## src/design/assert_macros.svh

```systemverilog
// Assertion macros shared by the quaternion unit.
// No dependencies; the body is left empty when SYNTH is defined.
`ifndef ASSERT_MACROS_SVH
`define ASSERT_MACROS_SVH
`ifndef SYNTH
`define QMN_ASSERT_NOW(lbl, clk, rst_n, ante, cons, msg) \
	lbl: assert property (@(posedge clk) disable iff (!rst_n) (ante) |-> (cons)) else $error(msg);
`define QMN_ASSERT_NEXT(lbl, clk, rst_n, ante, cons, msg) \
	lbl: assert property (@(posedge clk) disable iff (!rst_n) (ante) |=> (cons)) else $error(msg);
`else
`define QMN_ASSERT_NOW(lbl, clk, rst_n, ante, cons, msg)
`define QMN_ASSERT_NEXT(lbl, clk, rst_n, ante, cons, msg)
`endif
`endif

```

## src/design/qmn_pkg.sv

```systemverilog
// Package for the quaternion unit: widths, opcodes and the data carried
// along the square-root and divider cell rows. No dependencies.
`timescale 1ns / 1ps
package qmn_pkg;
	localparam int FRAC_BITS = 14;
	localparam int RAW_W     = 34;
	localparam int ABS_W     = 33;
	localparam int MAG_W     = 30;
	localparam int SQR_W     = 2 * MAG_W;
	localparam int SUM_W     = SQR_W + 2;
	localparam int ROOT_W    = SUM_W / 2;
	localparam int SQ_REM_W  = ROOT_W + 1;
	localparam int SQ_N      = ROOT_W;
	localparam int NUM_W     = MAG_W + 1 + FRAC_BITS;
	localparam int QUO_W     = FRAC_BITS + 1;
	localparam int DREM_W    = ROOT_W;
	localparam int LIM_INT   = ((2 ** FRAC_BITS) > 32767) ? 32767 : (2 ** FRAC_BITS);
	localparam logic [31:0] LIM = 32'(LIM_INT);

	typedef enum logic [1:0] {
		OP_MUL  = 2'd0,
		OP_ADD  = 2'd1,
		OP_NORM = 2'd2,
		OP_INV  = 2'd3
	} op_t;

	// Side data that rides along the square-root row.
	typedef struct packed {
		logic [3:0][MAG_W-1:0] mag;
		logic [3:0]            neg;
		logic                  zero;
		logic                  inv;
	} sq_side_t;

	// Side data that rides along the divider row.
	typedef struct packed {
		logic [ROOT_W-1:0] len;
		logic [3:0]        neg;
		logic              zero;
		logic              inv;
	} dv_side_t;
endpackage

```

## src/design/qmn_sqrt_cell.sv

```systemverilog
// One step of the bit-by-bit integer square root: one result bit per cell.
// Depends on qmn_pkg.
`timescale 1ns / 1ps
module qmn_sqrt_cell (
	input  logic                      clk,
	input  logic                      arst_n,
	input  logic                      in_valid,
	output logic                      in_ready,
	input  logic [qmn_pkg::SUM_W-1:0]    rad_in,
	input  logic [qmn_pkg::SQ_REM_W-1:0] rem_in,
	input  logic [qmn_pkg::ROOT_W-1:0]   root_in,
	input  qmn_pkg::sq_side_t            side_in,
	output logic                      out_valid,
	input  logic                      out_ready,
	output logic [qmn_pkg::SUM_W-1:0]    rad_out,
	output logic [qmn_pkg::SQ_REM_W-1:0] rem_out,
	output logic [qmn_pkg::ROOT_W-1:0]   root_out,
	output qmn_pkg::sq_side_t            side_out
);
	import qmn_pkg::*;

	logic                  valid_q;
	logic [SQ_REM_W+1:0]   cur;
	logic [SQ_REM_W+1:0]   trial;
	logic                  ge;

	assign in_ready  = !valid_q || out_ready;
	assign out_valid = valid_q;

	// Bring down the next two radicand bits and try the next root bit.
	assign cur   = {rem_in, rad_in[SUM_W-1 -: 2]};
	assign trial = {1'b0, root_in, 2'b01};
	assign ge    = (cur >= trial);

	always_ff @(posedge clk or negedge arst_n) begin
		if (!arst_n) begin
			valid_q <= 1'b0;
		end else if (in_ready) begin
			valid_q <= in_valid;
		end
	end

	always_ff @(posedge clk) begin
		if (in_ready) begin
			rad_out  <= {rad_in[SUM_W-3:0], 2'b00};
			rem_out  <= ge ? SQ_REM_W'(cur - trial) : cur[SQ_REM_W-1:0];
			root_out <= {root_in[ROOT_W-2:0], ge};
			side_out <= side_in;
		end
	end
endmodule

```

## config.mk

```make
export PLATFORM = sky130hd
export DESIGN_NAME = qmn_sqrt_cell
export DESIGN_NICKNAME = d
export VERILOG_FILES = /design/src/design/assert_macros.svh /design/src/design/qmn_pkg.sv /design/src/design/qmn_sqrt_cell.sv
export SDC_FILE = /design/constraint.sdc
export NUM_CORES = 1
export LEC_CHECK = 0
export ABC_CLOCK_PERIOD_IN_PS = 9400
export BUFFER_PORTS_ARGS = -buffer_cell sky130_fd_sc_hd__buf_2
export CORE_AREA = 8 8 191 193
export CTS_BUF_LIST = sky130_fd_sc_hd__clkbuf_16
export DETAILED_ROUTE_END_ITERATION = 12
export DIE_AREA = 0 0 199 201
export GPL_ROUTABILITY_DRIVEN = 0
export PLACE_DENSITY = 0.63
export SLEW_MARGIN = 10
export SYNTH_ARGS = -nofsm -noshare
export SYNTH_HDL_FRONTEND = slang
export SYNTH_SLANG_ARGS = --single-unit
```

## constraint.sdc

```tcl
create_clock -name clk -period 9.4 [get_ports clk]
set_input_delay 0.47 -clock clk [delete_from_list [all_inputs] [get_ports clk]]
set_output_delay 0.47 -clock clk [all_outputs]
set_load 0.01 [all_outputs]
```

==> out/results.tsv <==
stage	metric	value	unit
routing	viasPerCell	4.443	
worst_setup_path	critPathArrivalTime	4.00	ns
final_layout	final_nets	1374	
synthesis	synth_simple_gate_area_share	0.03764	
synthesis	yosys.area_share.adder	0.04196	
sta	setup_ws	5.682	ns
synthesis	synthMuxAreaShare	0.04514	
worst_setup_path	r2r-start	out_valid	
final_layout	final_cells	1557	
worst_setup_path	startpoint	root_in[0]	
min_path	holdPathStages	1	
worst_setup_path	cp-start-kind	input pin	
final_layout	final_layout_size_suffix_gt1_frac	0.5258	
routing	postRouteAntennaNets	0	
clocking	clkTransAtPathRegs	0.06	ns
placement	dpl.hpwl	26940	µm
grt	grt_pass1_wl	46140	µm
clocking	cts_sinks	250	
worst_setup_path	path_class	input pin to flip-flop	
sta	finalSetupViolCount	0	
grt	grt_util_all_layers	0.1556	
synthesis	postSynthAreaPerCell	17.60	µm²
grt	grt_max_degree	78	
sta	rsz0062_at_grt	no	
worst_setup_path	rr_endpoint	rem_out[15]	
floorplanning	ios	508	
synthesis	async_flop_share	0.004000	
routing	vias	6917	
routing	drc	0	
worst_setup_path	crit_path_end_kind	flip-flop	
clocking	clock_latency	0.54	ns
synthesis	ys_warn_count	0	
clocking	htree_num_levels	1	
synthesis	synthCells	559	
sta	max_clock_freq	269.0	MHz
synthesis	synth_edf_count	249	
routing	wl	33430	µm
worst_setup_path	cpLargestDelayFamily	compound AO/OA/AOI/OAI gates	
power	p_total	2.839	mW
floorplanning	die-area	40000	µm²
worst_setup_path	worstPathRequired	9.68	ns
floorplanning	die_h	201	µm
min_path	hold_path.class	input pin to flip-flop	
clocking	cts_resized	0	
sta	slew_headroom	0.2962	
routing	first_iter_violations	362	
sta	finalCritPeriodShare	0.3955	
floorplanning	die_x	199	µm
flow_run	drv_cap	0	
floorplanning	fp-row-count	67	
power	vdd_drop_max	0.0001290	V
worst_setup_path	worst-path-buf-inv	2	
clocking	postCtsSetupBuffers	0	
worst_setup_path	crit_slowest_cell	a41o_2	
synthesis	ys_seq_area_frac	0.7624	
grt	antenna_found_initial	9	
sta	drv_slew	0	
power	powerDensity	206.2	nW/µm²
synthesis	ys.flop_type	edfxtp_1	
power	leakage	6.200	nW
worst_setup_path	max_stage_delay	0.91	ns
routing	dr.pass1.iters	5	
grt	grt-ovfl-total	0	
synthesis	synthXorXnorAreaFrac	0.02670	
placement	dp.cells	1503	
routing	routedWlPerCell	21.47	µm
synthesis	synth_compound_area_frac	0.06243	
synthesis	post_synth_instance_area	9841	µm²
placement	io_buffers	505	
sta	tightestPinTransition	1.056	ns
min_path	min_from	side_in[124]	
sta	min_period	3.718	ns
final_layout	syn_to_final_growth	39.90	%
clocking	cts_buffer_depth	3	
run_status	status	finished clean	
clocking	cts-root-buf	clkbuf_16	
final_layout	regArea	7502	µm²
worst_setup_path	reg2reg_slack	6.32	ns
synthesis	synth_top_family_by_area	compound AO/OA/AOI/OAI gates	
sta	skew	0.01591	ns
floorplanning	placeableCoreArea	33280	µm²
clocking	cts_tree	built	
sta	fin_tns_setup	0	ns
synthesis	ys_seq_elements	250	
final_layout	multi_input_area	2121	µm²
sta	hold_viol_final	0	
clocking	cts_made_buffers	28	
placement	preCtsSetupSlack	5.126	ns
synthesis	ys_types	53	
grt	grt_pass1_vias	7012	
worst_setup_path	crit_fanout	33	
min_path	hold_end	side_out[124]	
worst_setup_path	crit_chain	buf_2 -> inv_1 -> ha_1 -> nor2b_1 -> o2111ai_1 -> a31oi_1 -> a211oi_2 -> nor3_2 -> a311o_1 -> a41o_2 -> mux2_2	
worst_setup_path	r2r_cells	3	
floorplanning	initial_utilization	0.2957	
final_layout	fillCellCount	3121	
==> registers in the layout, summed over array words and instances (netlist names) <==
register / count
side_out: 126
out_valid: 1
rad_out: 60
root_out: 31
rem_out: 32
==> synthesized netlist by cell type (2+ instances only) <==
library cell | count | area, µm²
a221o_1 | 2 | 20.02
o211ai_1 | 3 | 22.52
buf_4 | 2 | 15.01
o21a_1 | 2 | 15.01
a221oi_1 | 3 | 26.28
o31ai_1 | 2 | 15.01
nand2_1 | 18 | 67.56
buf_6 | 4 | 45.04
mux2i_1 | 2 | 20.02
a21o_1 | 13 | 97.59
edfxtp_1 | 249 | 7477
mux2_2 | 3 | 33.78
nand4_1 | 2 | 12.51
a31oi_1 | 3 | 18.77
clkbuf_1 | 6 | 22.52
a211oi_1 | 4 | 30.03
o21ai_0 | 15 | 75.07
and4_1 | 3 | 26.28
xnor2_1 | 22 | 192.7
nand3_1 | 3 | 15.01
nor3_1 | 6 | 30.03
a211o_1 | 2 | 17.52
ha_1 | 33 | 412.9
nor2_1 | 15 | 56.30
a22oi_1 | 3 | 22.52
mux2_4 | 26 | 390.4
a21oi_1 | 27 | 135.1
o21bai_1 | 2 | 15.01
nand2b_1 | 10 | 62.56
inv_1 | 38 | 142.6
and3_1 | 7 | 43.79
xor2_1 | 8 | 70.07
==> how the worst max path moves through the flow <==
stage,end,slack [ns],cells after the start
floorplan,rad_out[10],2.22,1
global placement,rem_out[2],5.19,11
detailed placement,rem_out[2],5.13,11
CTS,rem_out[3],5.69,11
global route,rem_out[2],5.48,11
finish,rem_out[2],5.68,11
==> routing by layer <==
metal / global-route usage / part of all wire / vias up
li1: - / - / 3203
met1: 0.1673 / 0.36 / 3354
met2: 0.2892 / 0.53 / 300
met3: 0.04811 / 0.093 / 50
met4: 0.04024 / 0.020 / 10
met5: 0 / 0.0023 / -
==> metrics by stage <==
| step | instance area (µm²) | utilization | hold slack, ns |
|---|---|---|---|
| 2_1_floorplan | 9844 | - | 0.1744 |
| 3_3_place_gp | 12880 | 0.3869 | 0.2443 |
| 3_5_place_dp | 12880 | 0.3869 | 0.2457 |
| 4_1_cts | 13760 | 0.4134 | 0.06315 |
| 5_1_grt | 13760 | 0.4135 | 0.06366 |
| 6_report | 13770 | 0.4137 | 0.1015 |
==> report_power, final <==
part | switching (mW) | internal [mW]
sequential | 0.0218 | 1.34
clock | 0.426 | 0.607
combinational | 0.247 | 0.193
total | 0.695 | 2.14
==> timing repair <==
item | 4_1_cts | 5_1_grt
setup endpoints to repair | 0 | 0
hold buffers | 1 | 0
hold endpoints to repair | 1 | 0
==> placed cells by master, fill, tap and decap left out, types with 3 or more instances in the layout <==
master     Yosys  layout
buf_2          1     505
edfxtp_1     249     249
inv_1         38      45
ha_1          33      33
clkbuf_16      0      29
a21oi_1       27      27
mux2_4        26      26
xnor2_1       22      22
nand2_1       18      18
nor2_1        15      15
o21ai_0       15      15
a21o_1        13      13
nand2b_1      10       9
xor2_1         8       8
and3_1         7       7
nor3_1         6       6
diode_2        0       4
a211oi_1       4       4
clkinv_2       0       4
clkinv_1       0       4
a221oi_1       3       3
a31oi_1        3       3
and4_1         3       3
nand3_1        3       3
a22oi_1        3       3
o211ai_1       3       3
mux2_2         3       3
buf_4          2       3
==> layout make-up <==
class,instances,share of cell area
sequential,250,0.5449
timing repair buffer,509,0.1859
multi-input combinational,259,0.1540
clock buffer,29,0.05271
tap,448,0.04072
clock inverter,20,0.01054
inverter,38,0.01036
antenna,4,0.0007271
==> cells by family after synthesis <==
group,after synthesis
compound gates,92
xor+xnor,30
fa+ha+maj,33
buf+inv,51
flops,250
mux,31
other cells,1
simple gates,71
Note: power is estimated with default switching activity, not from simulation.
