--- config.mk ---
export PLATFORM = sky130hd
export DESIGN_NAME = qmn_div_cell
export DESIGN_NICKNAME = d
export VERILOG_FILES = /design/src/design/assert_macros.svh /design/src/design/qmn_pkg.sv /design/src/design/qmn_div_cell.sv
export SDC_FILE = /design/constraint.sdc
export NUM_CORES = 1
export LEC_CHECK = 0
export BUFFER_PORTS_ARGS = -buffer_cell sky130_fd_sc_hd__clkbuf_2
export CORE_MARGIN = 5
export CORE_UTILIZATION = 44
export DETAILED_ROUTE_END_ITERATION = 10
export PLACE_DENSITY = 0.8
export SLEW_MARGIN = 20
export SYNTH_ARGS = -nofsm -noshare
export SYNTH_HDL_FRONTEND = slang
export SYNTH_SLANG_ARGS = --single-unit
--- constraint.sdc ---
create_clock -name clk -period 9.3 [get_ports clk]
set_clock_uncertainty 0.1 [all_clocks]
set_input_delay 0.93 -clock clk [delete_from_list [all_inputs] [get_ports clk]]
set_output_delay 0.93 -clock clk [all_outputs]
set_load 0.02 [all_outputs]
--- src/design/assert_macros.svh ---
// Assertion macros shared by the quaternion unit.
// No dependencies; the body is left empty when SYNTH is defined.
`ifndef ASSERT_MACROS_SVH
`define ASSERT_MACROS_SVH
`ifndef SYNTH
`define QMN_ASSERT_NOW(lbl, clk, rst_n, ante, cons, msg) \
	lbl: assert property (@(posedge clk) disable iff (!rst_n) (ante) |-> (cons)) else $error(msg);
`define QMN_ASSERT_NEXT(lbl, clk, rst_n, ante, cons, msg) \
	lbl: assert property (@(posedge clk) disable iff (!rst_n) (ante) |=> (cons)) else $error(msg);
`else
`define QMN_ASSERT_NOW(lbl, clk, rst_n, ante, cons, msg)
`define QMN_ASSERT_NEXT(lbl, clk, rst_n, ante, cons, msg)
`endif
`endif

--- src/design/qmn_pkg.sv ---
// Package for the quaternion unit: widths, opcodes and the data carried
// along the square-root and divider cell rows. No dependencies.
`timescale 1ns / 1ps
package qmn_pkg;
	localparam int FRAC_BITS = 14;
	localparam int RAW_W     = 34;
	localparam int ABS_W     = 33;
	localparam int MAG_W     = 30;
	localparam int SQR_W     = 2 * MAG_W;
	localparam int SUM_W     = SQR_W + 2;
	localparam int ROOT_W    = SUM_W / 2;
	localparam int SQ_REM_W  = ROOT_W + 1;
	localparam int SQ_N      = ROOT_W;
	localparam int NUM_W     = MAG_W + 1 + FRAC_BITS;
	localparam int QUO_W     = FRAC_BITS + 1;
	localparam int DREM_W    = ROOT_W;
	localparam int LIM_INT   = ((2 ** FRAC_BITS) > 32767) ? 32767 : (2 ** FRAC_BITS);
	localparam logic [31:0] LIM = 32'(LIM_INT);

	typedef enum logic [1:0] {
		OP_MUL  = 2'd0,
		OP_ADD  = 2'd1,
		OP_NORM = 2'd2,
		OP_INV  = 2'd3
	} op_t;

	// Side data that rides along the square-root row.
	typedef struct packed {
		logic [3:0][MAG_W-1:0] mag;
		logic [3:0]            neg;
		logic                  zero;
		logic                  inv;
	} sq_side_t;

	// Side data that rides along the divider row.
	typedef struct packed {
		logic [ROOT_W-1:0] len;
		logic [3:0]        neg;
		logic              zero;
		logic              inv;
	} dv_side_t;
endpackage

--- src/design/qmn_div_cell.sv ---
// One restoring division step for all four lanes: one quotient bit per cell.
// Depends on qmn_pkg.
`timescale 1ns / 1ps
module qmn_div_cell (
	input  logic                                clk,
	input  logic                                arst_n,
	input  logic                                in_valid,
	output logic                                in_ready,
	input  logic [3:0][qmn_pkg::DREM_W-1:0]     rem_in,
	input  logic [3:0][qmn_pkg::QUO_W-1:0]      qd_in,
	input  qmn_pkg::dv_side_t                   side_in,
	output logic                                out_valid,
	input  logic                                out_ready,
	output logic [3:0][qmn_pkg::DREM_W-1:0]     rem_out,
	output logic [3:0][qmn_pkg::QUO_W-1:0]      qd_out,
	output qmn_pkg::dv_side_t                   side_out
);
	import qmn_pkg::*;

	logic                          valid_q;
	logic [3:0][DREM_W:0]          cur;
	logic [3:0]                    ge;

	assign in_ready  = !valid_q || out_ready;
	assign out_valid = valid_q;

	// Shift the next dividend bit into each partial remainder and compare.
	always_comb begin
		for (int i = 0; i < 4; i++) begin
			cur[i] = {rem_in[i], qd_in[i][QUO_W-1]};
			ge[i]  = (cur[i] >= {1'b0, side_in.len});
		end
	end

	always_ff @(posedge clk or negedge arst_n) begin
		if (!arst_n) begin
			valid_q <= 1'b0;
		end else if (in_ready) begin
			valid_q <= in_valid;
		end
	end

	always_ff @(posedge clk) begin
		if (in_ready) begin
			for (int i = 0; i < 4; i++) begin
				rem_out[i] <= ge[i] ? DREM_W'(cur[i] - {1'b0, side_in.len})
				                    : cur[i][DREM_W-1:0];
				qd_out[i]  <= {qd_in[i][QUO_W-2:0], ge[i]};
			end
			side_out <= side_in;
		end
	end
endmodule

==> results.cfg, run 1 <==
[floorplan]
rows = 66
fp.dieH_um = 190
io_pins = 448
dieArea_um2 = 36200
core_area_um2 = 32300
start_util = 0.442
die_w_um = 190

[cts]
ctsRootBufferMaster = clkbuf_16
cts_setup_buffers = 0
cts.sinks = 222
clkTransAtPathRegs_ns = 0.06
htreeDepth = 1
ctsHoldBuffers = 0
cts_buffers = 27
clk_latency_ns = 0.53
post_cts_resized = 0
clock_path_buffers = 3
tritoncts = built

[critical_path]
cp_slowest_cell = buf_4
critPathCaptureType = flop
critPathMaxFanout = 59
critical-path-top-delay-family = compound AO/OA/AOI/OAI gates
startpoint_type = primary input
cp.depth = 13
crit_top_cell = a31o_1
ff2ff_setup_slack_ns = 6.61
required_ns = 9.49
crit_arrival_ns = 4.50
reg2reg_from = out_valid$_DFFE_PN0P_
rr_worst_depth = 3
startpoint = side_in[6]
cp_num_buf_inv = 2
cpPeakStageDelay_ns = 0.52
worstPathCellList = clkbuf_2 > ha_1 > fa_1 > nand2b_1 > a21oi_1 > o41a_1 > a31o_1 > a31o_1 > a31oi_1 > o21ai_1 > a2111oi_4 > buf_4 > mux2_1
cp-endpoint = rem_out[14]$_DFFE_PP_
crit_type = primary input to flop
r2r-end = rem_out[50]$_DFFE_PP_

[sta]
slew_violations = 0
tns_ns = 0
worstMarginPinSlew_ns = 1.01
max_clock_freq_ghz = 0.232
fin_ws_ns = 4.99
period_minus_slack_ns = 4.31
rsz0062_at_grt = false
max_slew_margin = 0.324
period_share = 0.463
hold_violations = 0
setup_viol = 0

[logic_synthesis]
netlist_top_cells_count = 221 x edfxtp_1, 140 x nand2_1, 138 x o21ai_0, 129 x a21oi_1, 124 x ha_1
synth_fp_nets = 1744
synth.most_common_cell = edfxtp_1
synth_top_cell_by_area = edfxtp_1
ys_types = 67
yosysSeqAreaShare = 0.466
yosysTopAreaCellShare = 0.465
syn_avg_cell_area_um2 = 10.3
synth_seq_cells = 222
synth_top_flop_cell = edfxtp_1
ys_async_sr_fraction = 0.00450
ys_warn_count = 0
syn_area_um2 = 14300
synthCells = 1391
synth_edf_count = 221
netlist_top_cells_area = edfxtp_1 46%, ha_1 11%, o21ai_0 4.8%

[routing]
remaining_drc_errors = 0
routed_wl_mm = 45.7
via_per_inst = 5.53
wl_per_cell_um = 19.9
drtIter0Drc = 740
drtPass1Iterations = 5
route.vias.total = 12700
antenna_left = 0

[place]
post-place-ws_ns = 4.49
dp_hpwl_mm = 37.5
routabilityCongestion = 0.930
port_buffers = 447
dpl.cell_count = 2244

[cells_and_area]
syn_to_final_growth_pct = 25.3
fin_util = 0.554
drive_gt1_frac = 0.285
fill_cells = 2780
finalNonFillerCells = 2294
fin_nets = 2184

[power]
leakage_nw = 8.09
ir_worst_vdd_v = 0.000168
p_per_area_nw_per_um2 = 190
power_mw = 3.40

[global_routing]
gr-total-overflow = 0
grt_pass1_vias = 12400
grt_pass1_wl_mm = 67.8
antenna_found_initial = 4
grt_util_all_layers = 0.238
grt_max_degree = 80

[min_path]
hold_class = primary input to async pin

[status]
outcome = complete, no violations

[flow_run]
maxCapViolCount = 0
==> power by group <==
group / switching [mW] / internal (mW)
registers: 0.0438 / 1.27
clock network: 0.421 / 0.674
logic: 0.630 / 0.358
total: 1.10 / 2.31
==> sequential cells by signal, summed over array words and instances (netlist names) <==
signal and flops:
side_out 37, out_valid 1, qd_out 60, rem_out 124
==> layout by cell type, fill, tap and decap left out, types with 5 or more instances in the layout <==
cell type / netlist / routed
nor2_1: 78 / 78
o31a_1: 6 / 6
inv_1: 68 / 68
clkbuf_2: 1 / 447
o21bai_1: 10 / 10
edfxtp_1: 221 / 221
clkbuf_16: 0 / 27
a211oi_1: 11 / 11
o21ai_1: 7 / 7
or3_1: 5 / 5
buf_4: 0 / 6
xnor2_1: 63 / 63
xor2_1: 42 / 42
bufinv_16: 0 / 5
a21oi_1: 129 / 128
nor2b_1: 16 / 16
clkinv_2: 0 / 5
nand4_1: 22 / 22
o21a_1: 13 / 13
a21o_1: 60 / 60
o211ai_1: 5 / 5
nand2_1: 140 / 139
ha_1: 124 / 124
nor3_1: 19 / 19
and3_1: 9 / 9
o31ai_1: 12 / 11
clkbuf_1: 30 / 5
mux2_2: 16 / 16
a31oi_1: 18 / 18
nand2b_1: 26 / 25
o21ai_0: 138 / 138
nand3_1: 22 / 22
==> logic make-up after synthesis <==
group / share of synthesized area
compound gates: 0.192
xor+xnor: 0.0644
fa+ha+maj: 0.114
buf+inv: 0.0308
flops: 0.466
mux: 0.0149
simple gates: 0.118
==> routing by layer <==
metal	vias up	global-route usage	routed length [µm]
li1	6077	-	-
met1	5995	0.272	17100
met2	528	0.440	23400
met3	91	0.0560	3620
met4	4	0.0751	1560
met5	-	0	27
==> stage by stage <==
step           hold WS [ns]  cell area (µm²)
2_1_floorplan         0.534            14300
3_3_place_gp          0.606            17000
3_5_place_dp          0.606            17000
4_1_cts              0.0342            17900
5_1_grt              0.0315            17900
6_report             0.0634            17900
==> worst register-to-register path, stage by stage (launching register included) <==
cell	delay, ns
dfrtp_1	0.40
nand2b_4	0.37
buf_4	0.62
buf_4	0.78
==> area by class of cell <==
class,count,area (µm²),share of cell area
multi-input combinational,1059,7210,0.403
inverter,68,255,0.0143
clock inverter,16,226,0.0127
tap,442,553,0.0309
sequential,222,6660,0.372
antenna,2,5.00,0.000280
clock buffer,32,694,0.0388
timing repair buffer,453,2280,0.128
==> worst min path at each step <==
| stage | start | end | depth (start not counted) | slack, ns |
|---|---|---|---|---|
| floorplan | arst_n | out_valid$_DFFE_PN0P_ | 0 | 0.53 |
| detailed placement | arst_n | out_valid$_DFFE_PN0P_ | 1 | 0.61 |
| CTS | arst_n | out_valid$_DFFE_PN0P_ | 1 | 0.03 |
| global placement | arst_n | out_valid$_DFFE_PN0P_ | 1 | 0.61 |
| finish | arst_n | out_valid$_DFFE_PN0P_ | 1 | 0.06 |
| global route | arst_n | out_valid$_DFFE_PN0P_ | 1 | 0.03 |
No activity file was read; power rests on OpenSTA's default activity.
==> run 2, diff against run 1 <==
==> constraint.sdc (replaced) <==
create_clock -name clk -period 4.4 [get_ports clk]
set_clock_uncertainty 0.1 [all_clocks]
set_input_delay 0.44 -clock clk [delete_from_list [all_inputs] [get_ports clk]]
set_output_delay 0.44 -clock clk [all_outputs]
set_load 0.02 [all_outputs]
==> results.cfg, run 2 (synthesis results as in run 1) <==
[status]
outcome = complete, no violations

[place]
dp_hpwl_mm = 38.0
port_buffers = 447
routabilityCongestion = 0.952

[sta]
period_share = 0.933
worstMarginPinSlew_ns = 0.826
max_clock_freq_ghz = 0.244
rsz0062_at_grt = false
max_slew_margin = 0.450
hold_violations = 0
setup_viol = 0
tns_ns = 0
slew_violations = 0
period_minus_slack_ns = 4.11

[cells_and_area]
top_register = rem_out
drive_gt1_frac = 0.277
fin_nets = 2276
syn_to_final_growth_pct = 31.9
fill_cells = 2691
layout_commonest_cell = clkbuf_2
largest_register_ffs = 124
top_regs = rem_out x124, qd_out x60, side_out x37
layout_common_cells = 447 x clkbuf_2, 221 x edfxtp_1, 139 x nand2_1

[min_path]
hold_path_startpoint = side_in[16]
hold_class = primary input to flop
whs_endpoint = side_out[16]$_DFFE_PP_
hold_depth = 1

[routing]
antenna_left = 0
routed_wl_mm = 48.6
route.vias.total = 13100
drtIter0Drc = 864
via_per_inst = 5.49
remaining_drc_errors = 0
drtPass1Iterations = 6
wl_per_cell_um = 20.4

[global_routing]
antenna_found_initial = 5
grt_pass1_wl_mm = 72.4
grt_pass1_vias = 13300
gr-total-overflow = 0
grt_util_all_layers = 0.254
grt_max_degree = 90

[power]
ir_worst_vdd_v = 0.000307
leakage_nw = 8.50
p_per_area_nw_per_um2 = 384
power_mw = 7.22

[floorplan]
die_w_um = 190
fp.dieH_um = 190
start_util = 0.442
core_area_um2 = 32300
rows = 66
dieArea_um2 = 36200
io_pins = 448

[cts]
cts_buffers = 26
ctsRootBufferMaster = clkbuf_16
htreeDepth = 1
clk_latency_ns = 0.52
clock_path_buffers = 3
clkTransAtPathRegs_ns = 0.06
cts.sinks = 222
tritoncts = built

[critical_path]
rr_worst_depth = 2
crit_arrival_ns = 4.28
ff2ff_setup_slack_ns = 2.46
startpoint_type = primary input
reg2reg_from = out_valid$_DFFE_PN0P_
startpoint = side_in[10]
required_ns = 4.57
critPathCaptureType = flop
crit_type = primary input to flop
critPathMaxFanout = 23
r2r-end = rem_out[55]$_DFFE_PP_

[flow_run]
maxCapViolCount = 0
==> run 2: cell count changes in the layout (fill, tap and decap cells not counted), sizes merged <==
cell | previous run | this run
clkbuf | 479 | 477
buf | 6 | 19
bufinv | 5 | 4
inv | 70 | 68
clkinv | 6 | 9
diode | 2 | 4
dlygate4sd3 | 0 | 80
==> run 2: layer usage <==
metal | vias to the layer above | wire, µm | GRT usage
met5 | - | 13 | 0
met4 | 2 | 1650 | 0.0890
met3 | 84 | 3400 | 0.0464
met2 | 502 | 24800 | 0.466
met1 | 6265 | 18800 | 0.297
li1 | 6263 | - | -
==> run 2: repair_timing <==
| item | in CTS | in global routing |
|---|---|---|
| gates resized for setup | 0 | 0 |
| setup buffers | 0 | 0 |
| hold endpoints to repair | 79 | 1 |
| hold buffers | 79 | 1 |
==> run 2: per-stage QoR <==
step	instance area (µm²)	util	setup WS, ns	hold slack (ns)	std cells
2_1_floorplan	14300	-	0.486	0.0444	1391
3_3_place_gp	17100	0.531	0.434	0.116	2257
3_5_place_dp	17100	0.531	0.305	0.116	2257
4_1_cts	18800	0.583	0.388	0.00161	2382
5_1_grt	18800	0.583	0.117	0.00536	2387
6_report	18800	0.583	0.295	0.0201	2387
==> run 2: worst max path at each step <==
stage	to	slack, ns	cells past startpoint
4_1_cts	rem_out[14]$_DFFE_PP_	0.39	14
6_report	rem_out[14]$_DFFE_PP_	0.29	14
3_5_place_dp	rem_out[97]$_DFFE_PP_	0.30	13
5_1_grt	rem_out[14]$_DFFE_PP_	0.12	14
3_3_place_gp	rem_out[60]$_DFFE_PP_	0.43	13
2_1_floorplan	qd_out[0]$_DFFE_PP_	0.49	1
==> run 2: report_power, final <==
part / switching (mW) / internal, mW / total (mW)
clock: 0.889 / 1.35 / 2.24
combinational: 1.36 / 0.830 / 2.19
sequential: 0.103 / 2.69 / 2.79
==> run 2: critical path, cell delays in order <==
cell           delay (ns)
dlygate4sd3_1        0.55
clkbuf_2             0.12
inv_1                0.22
ha_1                 0.34
o211ai_1             0.12
a21oi_1              0.09
o41a_1               0.42
a31o_1               0.25
a31o_1               0.22
a31oi_1              0.23
o21ai_1              0.15
a2111oi_4            0.55
buf_12               0.23
mux2_1               0.34
==> run 2: final cells by class <==
class / instances / area (µm²) / share of cell area
sequential: 222 / 6660 / 0.354
antenna: 4 / 10.0 / 0.000532
timing repair buffer: 546 / 3260 / 0.173
clock buffer: 30 / 687 / 0.0365
clock inverter: 16 / 195 / 0.0104
multi-input combinational: 1059 / 7210 / 0.383
tap: 442 / 553 / 0.0294
inverter: 68 / 255 / 0.0136
